--- src/rtl/emcd_pkg.sv ---
// Shared widths, constants and reciprocal multipliers for the epoch-to-civil converter.
package emcd_pkg;

	localparam int unsigned NUM_STAGES = 11;

	// Field widths
	localparam int unsigned MS_W     = 48;
	localparam int unsigned YEAR_W   = 14;
	localparam int unsigned MONTH_W  = 4;
	localparam int unsigned MDAY_W   = 5;
	localparam int unsigned HOUR_W   = 5;
	localparam int unsigned MINUTE_W = 6;
	localparam int unsigned SECOND_W = 6;
	localparam int unsigned MSEC_W   = 10;

	// Internal widths
	localparam int unsigned DAYS_W = 22;  // whole days since the epoch
	localparam int unsigned MSD_W  = 27;  // milliseconds within the day
	localparam int unsigned ERA_W  = 5;
	localparam int unsigned DOE_W  = 18;
	localparam int unsigned YOE_W  = 9;
	localparam int unsigned DOY_W  = 9;
	localparam int unsigned MP_W   = 4;
	localparam int unsigned SOD_W  = 17;  // seconds of the day
	localparam int unsigned MOD_W  = 11;  // minutes of the day

	// Day split: 86400000 = 84375 * 2^10
	localparam int unsigned DAY_LO_W  = 10;
	localparam int unsigned EST_DROP  = 14;
	localparam int unsigned EST_K     = 26;
	localparam logic [16:0] DAY_ODD   = 17'd84375;
	localparam logic [23:0] DAY_RECIP =
		24'((64'd1 << (EST_DROP + EST_K)) / 64'(DAY_ODD));

	// Calendar constants
	localparam logic [19:0] DAY_SHIFT    = 20'd719468;
	localparam logic [17:0] DAYS_PER_ERA = 18'd146097;
	localparam logic [10:0] DAYS_4Y      = 11'd1460;
	localparam logic [15:0] DAYS_100Y    = 16'd36524;
	localparam logic [17:0] DAYS_400Y_M1 = 18'd146096;
	localparam logic [8:0]  DAYS_PER_YR  = 9'd365;
	localparam logic [8:0]  ERA_YEARS    = 9'd400;
	localparam logic [7:0]  MP_DIV       = 8'd153;
	localparam logic [3:0]  MP_JAN       = 4'd10;
	localparam logic [13:0] YEAR_MAX     = 14'd9999;

	// Time constants
	localparam logic [9:0] MS_PER_SEC   = 10'd1000;
	localparam logic [5:0] SIXTY        = 6'd60;

	// Ceiling reciprocals, exact for every operand in range
	localparam int unsigned ERA_K  = 40;
	localparam int unsigned Y4_K   = 28;
	localparam int unsigned YR_K   = 26;
	localparam int unsigned MP_K   = 19;
	localparam int unsigned SEC_K  = 37;
	localparam int unsigned MINA_K = 23;
	localparam int unsigned MINB_K = 17;

	localparam logic [22:0] ERA_RECIP =
		23'(((64'd1 << ERA_K) + 64'(DAYS_PER_ERA) - 64'd1) / 64'(DAYS_PER_ERA));
	localparam logic [17:0] Y4_RECIP =
		18'(((64'd1 << Y4_K) + 64'(DAYS_4Y) - 64'd1) / 64'(DAYS_4Y));
	localparam logic [17:0] YR_RECIP =
		18'(((64'd1 << YR_K) + 64'(DAYS_PER_YR) - 64'd1) / 64'(DAYS_PER_YR));
	localparam logic [11:0] MP_RECIP =
		12'(((64'd1 << MP_K) + 64'(MP_DIV) - 64'd1) / 64'(MP_DIV));
	localparam logic [27:0] SEC_RECIP =
		28'(((64'd1 << SEC_K) + 64'(MS_PER_SEC) - 64'd1) / 64'(MS_PER_SEC));
	localparam logic [17:0] MINA_RECIP =
		18'(((64'd1 << MINA_K) + 64'(SIXTY) - 64'd1) / 64'(SIXTY));
	localparam logic [11:0] MINB_RECIP =
		12'(((64'd1 << MINB_K) + 64'(SIXTY) - 64'd1) / 64'(SIXTY));

	// Day of the March-based year on which month mp starts: (153*mp + 2) / 5
	function automatic logic [DOY_W-1:0] month_start(input logic [MP_W-1:0] mp);
		logic [DOY_W-1:0] r;
		unique case (mp)
			4'd0:    r = 9'd0;
			4'd1:    r = 9'd31;
			4'd2:    r = 9'd61;
			4'd3:    r = 9'd92;
			4'd4:    r = 9'd122;
			4'd5:    r = 9'd153;
			4'd6:    r = 9'd184;
			4'd7:    r = 9'd214;
			4'd8:    r = 9'd245;
			4'd9:    r = 9'd275;
			4'd10:   r = 9'd306;
			4'd11:   r = 9'd337;
			default: r = 9'd0;
		endcase
		return r;
	endfunction

endpackage

--- src/rtl/emcd_pipe_ctrl.sv ---
// Valid bits and per-stage enables for the converter pipeline, with bubble collapse.
module emcd_pipe_ctrl (
	input  logic                                clk,
	input  logic                                arst_n,
	input  logic                                epoch_valid,
	output logic                                epoch_ready,
	output logic                                result_valid,
	input  logic                                result_ready,
	output logic [emcd_pkg::NUM_STAGES-1:0]     en
);

	localparam int unsigned NS = emcd_pkg::NUM_STAGES;

	logic [NS-1:0] v_q;
	logic [NS-1:0] low_mask;

	// A stage may load when some stage at or after it is empty, or the output drains.
	always_comb begin
		for (int k = 0; k < NS; k++) begin
			low_mask = NS'((64'd1 << k) - 64'd1);
			en[k] = result_ready || ((v_q | low_mask) != {NS{1'b1}});
		end
	end

	always_ff @(posedge clk or negedge arst_n) begin
		if (!arst_n) begin
			v_q <= '0;
		end else begin
			if (en[0]) begin
				v_q[0] <= epoch_valid;
			end
			for (int k = 1; k < NS; k++) begin
				if (en[k]) begin
					v_q[k] <= v_q[k-1];
				end
			end
		end
	end

	assign epoch_ready  = en[0];
	assign result_valid = v_q[NS-1];

	a_ready_when_room: assert property (@(posedge clk) disable iff (!arst_n)
		(v_q != {NS{1'b1}}) |-> epoch_ready)
		else $error("input stalled while the pipeline has an empty stage");

	a_accept_lands: assert property (@(posedge clk) disable iff (!arst_n)
		(epoch_valid && epoch_ready) |=> v_q[0])
		else $error("accepted beat did not enter the first stage");

endmodule

--- src/rtl/emcd_day_split.sv ---
// Stages 1-3: split the millisecond count into whole days and milliseconds of the day.
module emcd_day_split (
	input  logic                                clk,
	input  logic [emcd_pkg::NUM_STAGES-1:0]     en,
	input  logic [emcd_pkg::MS_W-1:0]           epoch_milliseconds,
	output logic [emcd_pkg::DAYS_W-1:0]         days_s3,
	output logic [emcd_pkg::MSD_W-1:0]          msd_s3
);

	localparam int unsigned XW = emcd_pkg::MS_W - emcd_pkg::DAY_LO_W;  // 38
	localparam int unsigned TW = XW - emcd_pkg::EST_DROP;             // 24

	logic [XW-1:0]                   x_s1, x_s2;
	logic [emcd_pkg::DAY_LO_W-1:0]   lo_s1, lo_s2;
	logic [2*TW-1:0]                 est_prod, est_s1;
	logic [emcd_pkg::DAYS_W-1:0]     q0, q_s2;
	logic [XW:0]                     back_prod;
	logic [XW-1:0]                   back_s2;
	logic [XW-1:0]                   diff;
	logic [17:0]                     rem;
	logic                            fix;
	logic [16:0]                     rem_adj;

	// Quotient estimate from the top bits; low by at most one.
	assign est_prod = (2*TW)'(epoch_milliseconds[emcd_pkg::MS_W-1 -: TW]) *
		(2*TW)'(emcd_pkg::DAY_RECIP);

	always_ff @(posedge clk) begin
		if (en[0]) begin
			x_s1   <= epoch_milliseconds[emcd_pkg::MS_W-1:emcd_pkg::DAY_LO_W];
			lo_s1  <= epoch_milliseconds[emcd_pkg::DAY_LO_W-1:0];
			est_s1 <= est_prod;
		end
	end

	assign q0        = est_s1[emcd_pkg::EST_K +: emcd_pkg::DAYS_W];
	assign back_prod = (XW+1)'(q0) * (XW+1)'(emcd_pkg::DAY_ODD);

	always_ff @(posedge clk) begin
		if (en[1]) begin
			x_s2    <= x_s1;
			lo_s2   <= lo_s1;
			q_s2    <= q0;
			back_s2 <= back_prod[XW-1:0];
		end
	end

	// Remainder lies below twice the divisor: one correction step.
	assign diff    = x_s2 - back_s2;
	assign rem     = diff[17:0];
	assign fix     = rem >= 18'(emcd_pkg::DAY_ODD);
	assign rem_adj = fix ? 17'(rem - 18'(emcd_pkg::DAY_ODD)) : rem[16:0];

	always_ff @(posedge clk) begin
		if (en[2]) begin
			days_s3 <= q_s2 + emcd_pkg::DAYS_W'(fix);
			msd_s3  <= {rem_adj, lo_s2};
		end
	end

endmodule

--- src/rtl/emcd_civil_date.sv ---
// Stages 4-11: days since the epoch to year, month and day of month.
module emcd_civil_date (
	input  logic                                clk,
	input  logic [emcd_pkg::NUM_STAGES-1:0]     en,
	input  logic [emcd_pkg::DAYS_W-1:0]         days_s3,
	output logic [emcd_pkg::YEAR_W-1:0]         year_s11,
	output logic [emcd_pkg::MONTH_W-1:0]        month_s11,
	output logic [emcd_pkg::MDAY_W-1:0]         day_s11
);

	localparam int unsigned DW = emcd_pkg::DAYS_W;

	logic [DW-1:0]                 shifted, shifted_s4;
	logic [DW+22:0]                era_prod;
	logic [emcd_pkg::ERA_W-1:0]    era_s4, era_s5, era_s6, era_s7, era_s8, era_s9, era_s10;
	logic [DW-1:0]                 doe_full;
	logic [emcd_pkg::DOE_W-1:0]    doe_s5, doe_s6, doe_s7, doe_s8;
	logic [35:0]                   a_prod;
	logic [6:0]                    a_s6;
	logic [2:0]                    b_s6;
	logic                          c_s6;
	logic [emcd_pkg::DOE_W-1:0]    t_s7;
	logic [35:0]                   y_prod;
	logic [emcd_pkg::YOE_W-1:0]    yoe_s8, yoe_s9, yoe_s10;
	logic [1:0]                    cent;
	logic [17:0]                   yr_base;
	logic [emcd_pkg::DOE_W-1:0]    doy_full;
	logic [emcd_pkg::DOY_W-1:0]    doy_s9, doy_s10;
	logic [10:0]                   mp_num;
	logic [22:0]                   mp_prod;
	logic [emcd_pkg::MP_W-1:0]     mp_s10;
	logic [emcd_pkg::DOY_W-1:0]    mday;
	logic [emcd_pkg::YEAR_W-1:0]   year_raw;
	logic [emcd_pkg::MONTH_W-1:0]  month;

	// Stage 4: rebase to 0000-03-01 and find the 400-year era
	assign shifted  = days_s3 + DW'(emcd_pkg::DAY_SHIFT);
	assign era_prod = (DW+23)'(shifted) * (DW+23)'(emcd_pkg::ERA_RECIP);

	always_ff @(posedge clk) begin
		if (en[3]) begin
			shifted_s4 <= shifted;
			era_s4     <= era_prod[emcd_pkg::ERA_K +: emcd_pkg::ERA_W];
		end
	end

	// Stage 5: day of era
	assign doe_full = shifted_s4 - DW'(DW'(era_s4) * DW'(emcd_pkg::DAYS_PER_ERA));

	always_ff @(posedge clk) begin
		if (en[4]) begin
			era_s5 <= era_s4;
			doe_s5 <= doe_full[emcd_pkg::DOE_W-1:0];
		end
	end

	// Stage 6: leap corrections doe/1460, doe/36524, doe/146096
	assign a_prod = 36'(doe_s5) * 36'(emcd_pkg::Y4_RECIP);

	always_ff @(posedge clk) begin
		if (en[5]) begin
			era_s6 <= era_s5;
			doe_s6 <= doe_s5;
			a_s6   <= a_prod[emcd_pkg::Y4_K +: 7];
			b_s6   <= 3'(doe_s5 >= 18'(emcd_pkg::DAYS_100Y))
				+ 3'(doe_s5 >= 18'(2 * emcd_pkg::DAYS_100Y))
				+ 3'(doe_s5 >= 18'(3 * emcd_pkg::DAYS_100Y))
				+ 3'(doe_s5 >= emcd_pkg::DAYS_400Y_M1);
			c_s6   <= doe_s5 == emcd_pkg::DAYS_400Y_M1;
		end
	end

	// Stage 7: fold corrections
	always_ff @(posedge clk) begin
		if (en[6]) begin
			era_s7 <= era_s6;
			doe_s7 <= doe_s6;
			t_s7   <= doe_s6 - 18'(a_s6) + 18'(b_s6) - 18'(c_s6);
		end
	end

	// Stage 8: year of era
	assign y_prod = 36'(t_s7) * 36'(emcd_pkg::YR_RECIP);

	always_ff @(posedge clk) begin
		if (en[7]) begin
			era_s8 <= era_s7;
			doe_s8 <= doe_s7;
			yoe_s8 <= y_prod[emcd_pkg::YR_K +: emcd_pkg::YOE_W];
		end
	end

	// Stage 9: day of the March-based year
	assign cent = 2'(yoe_s8 >= 9'd100) + 2'(yoe_s8 >= 9'd200) + 2'(yoe_s8 >= 9'd300);
	assign yr_base = 18'(18'(yoe_s8) * 18'(emcd_pkg::DAYS_PER_YR))
		+ 18'(yoe_s8[emcd_pkg::YOE_W-1:2]) - 18'(cent);
	assign doy_full = doe_s8 - yr_base;

	always_ff @(posedge clk) begin
		if (en[8]) begin
			era_s9 <= era_s8;
			yoe_s9 <= yoe_s8;
			doy_s9 <= doy_full[emcd_pkg::DOY_W-1:0];
		end
	end

	// Stage 10: March-based month
	assign mp_num  = 11'(11'(doy_s9) * 11'd5) + 11'd2;
	assign mp_prod = 23'(mp_num) * 23'(emcd_pkg::MP_RECIP);

	always_ff @(posedge clk) begin
		if (en[9]) begin
			era_s10 <= era_s9;
			yoe_s10 <= yoe_s9;
			doy_s10 <= doy_s9;
			mp_s10  <= mp_prod[emcd_pkg::MP_K +: emcd_pkg::MP_W];
		end
	end

	// Stage 11: rotate to January base, assemble and saturate the year
	assign mday  = emcd_pkg::month_start(mp_s10);
	assign month = (mp_s10 < emcd_pkg::MP_JAN) ? (mp_s10 + 4'd2) : (mp_s10 - emcd_pkg::MP_JAN);
	assign year_raw = emcd_pkg::YEAR_W'(yoe_s10)
		+ emcd_pkg::YEAR_W'(emcd_pkg::YEAR_W'(era_s10) * emcd_pkg::YEAR_W'(emcd_pkg::ERA_YEARS))
		+ emcd_pkg::YEAR_W'(mp_s10 >= emcd_pkg::MP_JAN);

	always_ff @(posedge clk) begin
		if (en[10]) begin
			year_s11  <= (year_raw > emcd_pkg::YEAR_MAX) ? emcd_pkg::YEAR_MAX : year_raw;
			month_s11 <= month;
			day_s11   <= emcd_pkg::MDAY_W'(doy_s10 - mday);
		end
	end

endmodule

--- src/rtl/emcd_time_of_day.sv ---
// Stages 4-11: milliseconds of the day to hour, minute, second and millisecond.
module emcd_time_of_day (
	input  logic                                clk,
	input  logic [emcd_pkg::NUM_STAGES-1:0]     en,
	input  logic [emcd_pkg::MSD_W-1:0]          msd_s3,
	output logic [emcd_pkg::HOUR_W-1:0]         hour_s11,
	output logic [emcd_pkg::MINUTE_W-1:0]       minute_s11,
	output logic [emcd_pkg::SECOND_W-1:0]       second_s11,
	output logic [emcd_pkg::MSEC_W-1:0]         msec_s11
);

	localparam int unsigned MW = emcd_pkg::MSD_W;

	logic [MW+27:0]                  sec_prod;
	logic [MW-1:0]                   msd_s4, msec_full;
	logic [emcd_pkg::SOD_W-1:0]      sod_s4, sod_s5, sod_s6;
	logic [emcd_pkg::MSEC_W-1:0]     msec_s5, msec_s6, msec_s7, msec_s8, msec_s9, msec_s10;
	logic [34:0]                     mina_prod;
	logic [emcd_pkg::MOD_W-1:0]      mod_s6, mod_s7, mod_s8;
	logic [emcd_pkg::SOD_W-1:0]      sec_full;
	logic [emcd_pkg::SECOND_W-1:0]   sec_s7, sec_s8, sec_s9, sec_s10;
	logic [22:0]                     minb_prod;
	logic [emcd_pkg::HOUR_W-1:0]     hour_s8, hour_s9, hour_s10;
	logic [emcd_pkg::MOD_W-1:0]      min_full;
	logic [emcd_pkg::MINUTE_W-1:0]   min_s9, min_s10;

	// Stage 4: seconds of the day
	assign sec_prod = (MW+28)'(msd_s3) * (MW+28)'(emcd_pkg::SEC_RECIP);

	always_ff @(posedge clk) begin
		if (en[3]) begin
			msd_s4 <= msd_s3;
			sod_s4 <= sec_prod[emcd_pkg::SEC_K +: emcd_pkg::SOD_W];
		end
	end

	// Stage 5: millisecond of the second
	assign msec_full = msd_s4 - MW'(MW'(sod_s4) * MW'(emcd_pkg::MS_PER_SEC));

	always_ff @(posedge clk) begin
		if (en[4]) begin
			sod_s5  <= sod_s4;
			msec_s5 <= msec_full[emcd_pkg::MSEC_W-1:0];
		end
	end

	// Stage 6: minutes of the day
	assign mina_prod = 35'(sod_s5) * 35'(emcd_pkg::MINA_RECIP);

	always_ff @(posedge clk) begin
		if (en[5]) begin
			sod_s6  <= sod_s5;
			msec_s6 <= msec_s5;
			mod_s6  <= mina_prod[emcd_pkg::MINA_K +: emcd_pkg::MOD_W];
		end
	end

	// Stage 7: second of the minute
	assign sec_full = sod_s6 - emcd_pkg::SOD_W'(emcd_pkg::SOD_W'(mod_s6) *
		emcd_pkg::SOD_W'(emcd_pkg::SIXTY));

	always_ff @(posedge clk) begin
		if (en[6]) begin
			mod_s7  <= mod_s6;
			msec_s7 <= msec_s6;
			sec_s7  <= sec_full[emcd_pkg::SECOND_W-1:0];
		end
	end

	// Stage 8: hour
	assign minb_prod = 23'(mod_s7) * 23'(emcd_pkg::MINB_RECIP);

	always_ff @(posedge clk) begin
		if (en[7]) begin
			mod_s8  <= mod_s7;
			msec_s8 <= msec_s7;
			sec_s8  <= sec_s7;
			hour_s8 <= minb_prod[emcd_pkg::MINB_K +: emcd_pkg::HOUR_W];
		end
	end

	// Stage 9: minute of the hour
	assign min_full = mod_s8 - emcd_pkg::MOD_W'(emcd_pkg::MOD_W'(hour_s8) *
		emcd_pkg::MOD_W'(emcd_pkg::SIXTY));

	always_ff @(posedge clk) begin
		if (en[8]) begin
			msec_s9 <= msec_s8;
			sec_s9  <= sec_s8;
			hour_s9 <= hour_s8;
			min_s9  <= min_full[emcd_pkg::MINUTE_W-1:0];
		end
	end

	// Stages 10-11: hold alignment with the date path
	always_ff @(posedge clk) begin
		if (en[9]) begin
			msec_s10 <= msec_s9;
			sec_s10  <= sec_s9;
			hour_s10 <= hour_s9;
			min_s10  <= min_s9;
		end
	end

	always_ff @(posedge clk) begin
		if (en[10]) begin
			msec_s11   <= msec_s10;
			second_s11 <= sec_s10;
			hour_s11   <= hour_s10;
			minute_s11 <= min_s10;
		end
	end

endmodule

--- src/rtl/epoch_ms_to_civil_datetime_core.sv ---
// Epoch milliseconds to civil date and time of day: eleven-stage pipeline top level.
// An accepted beat enters stage 1; the stage-11 registers drive the result ports.
// Throughput: one beat per clock while result_ready is high or some stage is empty.
// A stalled output holds; upstream stages keep filling any empty stage behind it.
// Reset (arst_n low, asynchronous) clears all stage valid bits; data registers
// are not reset.
module epoch_ms_to_civil_datetime_core (
	input  logic                                clk,
	input  logic                                arst_n,
	input  logic                                epoch_valid,
	output logic                                epoch_ready,
	input  logic [emcd_pkg::MS_W-1:0]           epoch_milliseconds,
	output logic                                result_valid,
	input  logic                                result_ready,
	output logic [emcd_pkg::YEAR_W-1:0]         year,
	output logic [emcd_pkg::MONTH_W-1:0]        month_index,
	output logic [emcd_pkg::MDAY_W-1:0]         day_index,
	output logic [emcd_pkg::HOUR_W-1:0]         hour,
	output logic [emcd_pkg::MINUTE_W-1:0]       minute,
	output logic [emcd_pkg::SECOND_W-1:0]       second,
	output logic [emcd_pkg::MSEC_W-1:0]         millisecond
);

	logic [emcd_pkg::NUM_STAGES-1:0] en;
	logic [emcd_pkg::DAYS_W-1:0]     days_s3;
	logic [emcd_pkg::MSD_W-1:0]      msd_s3;

	emcd_pipe_ctrl u_ctrl (
		.clk          (clk),
		.arst_n       (arst_n),
		.epoch_valid  (epoch_valid),
		.epoch_ready  (epoch_ready),
		.result_valid (result_valid),
		.result_ready (result_ready),
		.en           (en)
	);

	emcd_day_split u_split (
		.clk                (clk),
		.en                 (en),
		.epoch_milliseconds (epoch_milliseconds),
		.days_s3            (days_s3),
		.msd_s3             (msd_s3)
	);

	emcd_civil_date u_date (
		.clk       (clk),
		.en        (en),
		.days_s3   (days_s3),
		.year_s11  (year),
		.month_s11 (month_index),
		.day_s11   (day_index)
	);

	emcd_time_of_day u_time (
		.clk        (clk),
		.en         (en),
		.msd_s3     (msd_s3),
		.hour_s11   (hour),
		.minute_s11 (minute),
		.second_s11 (second),
		.msec_s11   (millisecond)
	);

	a_date_range: assert property (@(posedge clk) disable iff (!arst_n)
		result_valid |-> (year <= emcd_pkg::YEAR_MAX) && (month_index <= 4'd11)
			&& (day_index <= 5'd30))
		else $error("date field out of range");

	a_time_range: assert property (@(posedge clk) disable iff (!arst_n)
		result_valid |-> (hour <= 5'd23) && (minute <= 6'd59) && (second <= 6'd59)
			&& (millisecond <= 10'd999))
		else $error("time field out of range");

endmodule

--- config.mk ---
export PLATFORM = sky130hd
export DESIGN_NAME = epoch_ms_to_civil_datetime_core
export DESIGN_NICKNAME = d
export VERILOG_FILES = /design/src/rtl/emcd_pkg.sv /design/src/rtl/emcd_pipe_ctrl.sv /design/src/rtl/emcd_day_split.sv /design/src/rtl/emcd_civil_date.sv /design/src/rtl/emcd_time_of_day.sv /design/src/rtl/epoch_ms_to_civil_datetime_core.sv
export SDC_FILE = /design/constraint.sdc
export NUM_CORES = 2
export LEC_CHECK = 0
export BUFFER_PORTS_ARGS = -buffer_cell sky130_fd_sc_hd__buf_2
export CORE_MARGIN = 2
export CORE_UTILIZATION = 55
export DETAILED_ROUTE_END_ITERATION = 10
export PLACE_DENSITY = 0.76
export SLEW_MARGIN = 30
export SYNTH_ARGS = -nofsm -noshare
export SYNTH_HDL_FRONTEND = slang
export SYNTH_SLANG_ARGS = --single-unit
--- constraint.sdc ---
create_clock -name clk -period 10.83 [get_ports clk]
set_clock_uncertainty 0.2 [all_clocks]
set_input_delay 1.083 -clock clk [delete_from_list [all_inputs] [get_ports clk]]
set_output_delay 1.083 -clock clk [all_outputs]
set_load 0.01 [all_outputs]
==> reports/summary.txt <==
Clock transition at path regs: 0.09 ns
Library cells used by synthesis: 86
Layout cell share with drive strength beyond 1: 0.0444
Post-CTS Hold Fix Bufs: 0
Slowest cell on crit path: fa_1
Endpoints failing setup: 0
Initial antenna violation count: 1
Setup_tns: 0 ns
Crit path time final: 9.24 ns
GRT Residual Overflow: 0
Routed via count: 43200
CP Class: flip-flop to flip-flop
Critical Path RT: 11.03 ns
Sequential element share of the synthesized area: 0.246
CP max FO: 8
Ports: 104
IO buf count: 103
Place WS: 1.71 ns
Async SR Flop Fraction: 0.0183
Wire length of the first global-routing pass: 242000 um
Vias/cell: 5.19
Yosys warns: 0
# DRC: 0
Yosys reg bits: 602
DIE AREA: 136000 um2
EDFF count, synth: 586
Placer's final routability congestion estimate: 0.934
CTS tree: done
Post-Syn Area: 73000 um2
Status: finished, final reports clean
Tot GR Track Use: 0.225
Clock root cell: clkbuf_16
RSZ-0062 raised after global routing: no
Tcrit/Tclk final: 0.853
Worst-Margin Slew: 0.957 ns
Top_reg_cell synth: edfxtp_1
Clock Latency Late Sink: 0.69 ns
CTS Buf Count: 66
Worst Setup Slack, final: 1.59 ns
Max frequency: 0.108 GHz
Wire per inst: 17.4 um
Initial drt markers: 2294
Clk sinks: 602
Synthesized instance count: 6315
Syn Nets: 8920
Average cell area after synthesis: 11.6 um2
Fill count: 10400
Max-Cap Viols: 0
Critical path data arrival time: 9.44 ns
Startpoint types: flip-flop
Largest net degree at the start of global routing: 69
Post-DRT Antenna Nets: 0
Final Hold Viols: 0
Post-CTS sizing: 0
Crit end category: flip-flop
Row count: 133
Starting density of the core: 0.555
Area Growth Syn to Fin: 7.08%
CP peak stage delay: 0.54 ns
Number of global-route vias before repair: 47600
Core area: 132000 um2
Height of the die: 368 um
Die width: 368 um
Nets: 9107
Worst hold path type: primary input to async pin
HPWL Detailed: 123000 um
H-tree depth: 3
Final instance area: 78200 um2
Clock tree buffer depth: 3
Max-slew violation count: 0
Total Wirelength: 145000 um
Cell mode on critical path: a21oi_1
Postcts setup bufs: 0
Drt pass-1 iters: 5
Post-DP Area: 75900 um2
Max_slew headroom: 0.360
==> kinds of logic (layout without fill, tap and decap cells) <==
family,count (synthesis),count (layout),synth area share
adder cells (fa/ha/maj),2553,2553,0.540
buffers and inverters,1835,2073,0.0945
flip-flops,602,602,0.246
AND/OR/NAND/NOR,510,510,0.0342
AO/OA/AOI/OAI,506,506,0.0477
XOR/XNOR,301,301,0.0364
multiplexers,8,8,0.00115
other,0,2,0
==> sequential cells by signal, summed over array words and instances, names as in the netlist, 21 cells and up <==
signal and flops:
u_split.days_s3 22, u_split.q_s2 21, u_split.est_s1 22, u_split.msd_s3 27
==> metal layers <==
metal / global-route usage / routed length, um / up-vias / part of all wire
met5: 0 / 12 / - / 0.000083
met1: 0.301 / 63700 / 21500 / 0.44
met2: 0.384 / 70800 / 811 / 0.49
met3: 0.0331 / 6400 / 223 / 0.044
met4: 0.0579 / 3900 / 2 / 0.027
li1: - / - / 20600 / -
==> through the flow <==
| stage | instances | hold WS [ns] | util |
|---|---|---|---|
| 3_5_place_dp | 8188 | 0.205 | 0.577 |
| 6_report | 8310 | 0.130 | 0.594 |
| 4_1_cts | 8307 | 0.0866 | 0.593 |
| 3_3_place_gp | 8188 | 0.200 | 0.576 |
| 5_1_grt | 8308 | 0.103 | 0.594 |
| 2_1_floorplan | 6315 | 0.200 | - |
==> cell usage after synthesis, types with 6 or more instances <==
cell type,instances,area share
o211ai_1,11,0.0011
a311oi_1,11,0.0013
o21a_1,38,0.0039
o21bai_1,19,0.0020
nor3_1,49,0.0034
or2_2,14,0.0012
o31ai_1,7,0.00072
nand4_1,18,0.0015
nor2_1,135,0.0069
nand2_1,105,0.0054
xor2_1,83,0.010
a31oi_1,17,0.0015
nand3_1,52,0.0036
fa_1,994,0.27
inv_1,1832,0.094
o211a_1,6,0.00082
ha_1,1559,0.27
a31o_2,6,0.00072
or3_1,14,0.0012
a211o_1,11,0.0013
a21oi_1,132,0.0091
xnor2_1,215,0.026
o41ai_1,7,0.00084
edfxtp_1,586,0.24
dfrtp_1,11,0.0038
nor2b_1,40,0.0034
and3_1,19,0.0016
nand2b_1,26,0.0022
and2_1,11,0.00094
o21ai_2,8,0.00096
o21ai_0,75,0.0051
a21o_1,68,0.0070
a211oi_1,12,0.0012
a21boi_0,8,0.00082
nor4_1,9,0.00077
o21ai_1,7,0.00048
==> cell type report <==
cell class	instances	area, um2	share of cell area
clock buffers	81	1770	0.0226
multi-input cells	3878	48200	0.617
clock inverters	38	447	0.00572
well taps	1755	2200	0.0281
flip-flops and latches	602	18000	0.230
repair buffers	121	663	0.00848
diodes	2	5.00	0.0000640
inverters	1833	6890	0.0881
==> cells in the final DEF, fill, tap and decap left out, types with 17 or more instances in the layout <==
master | netlist | final
xor2_1 | 83 | 80
o21a_1 | 38 | 38
buf_2 | 1 | 103
o21ai_0 | 75 | 75
buf_4 | 0 | 17
a21oi_1 | 132 | 132
nor2b_1 | 40 | 40
edfxtp_1 | 586 | 586
and3_1 | 19 | 19
o21bai_1 | 19 | 19
nand4_1 | 18 | 18
nor3_1 | 49 | 49
ha_1 | 1559 | 1559
fa_1 | 994 | 994
nand3_1 | 52 | 49
a21o_1 | 68 | 68
nor2_1 | 135 | 135
xnor2_1 | 215 | 210
nand2_1 | 105 | 102
a31oi_1 | 17 | 17
inv_1 | 1832 | 1830
nand2b_1 | 26 | 25
clkbuf_16 | 0 | 66
==> critical path: cells and delay by family (launching register included) <==
kind                       cells  cell delay (ns)
buffers and inverters          7             0.86
xor gates and xnor gates       2             0.58
AOI/OAI and AO/OA             13             2.62
DFF                            1             0.45
and+or+nand+nor                3             0.38
adders and majority gates      9             3.91
==> path summary, 6_finish.rpt <==
path                       cells after the start                end               start  slack (ns)
setup / recovery                              34   u_date.era_s4[4]  u_split.days_s3[2]        1.59
hold reg to reg                                0  u_split.msd_s3[2]    u_split.lo_s2[2]        0.21
min in group clk                               0  u_split.msd_s3[2]    u_split.lo_s2[2]        0.21
max in group asynchronous                      1      u_ctrl.v_q[0]              arst_n        9.96
hold / removal                                 1      u_ctrl.v_q[3]              arst_n        0.13
setup reg to reg                              34   u_date.era_s4[4]  u_split.days_s3[2]        1.59
Power is left out: the tool's default activity adds up to more than one toggle a clock period on the data nets, which glitch-free logic cannot reach.
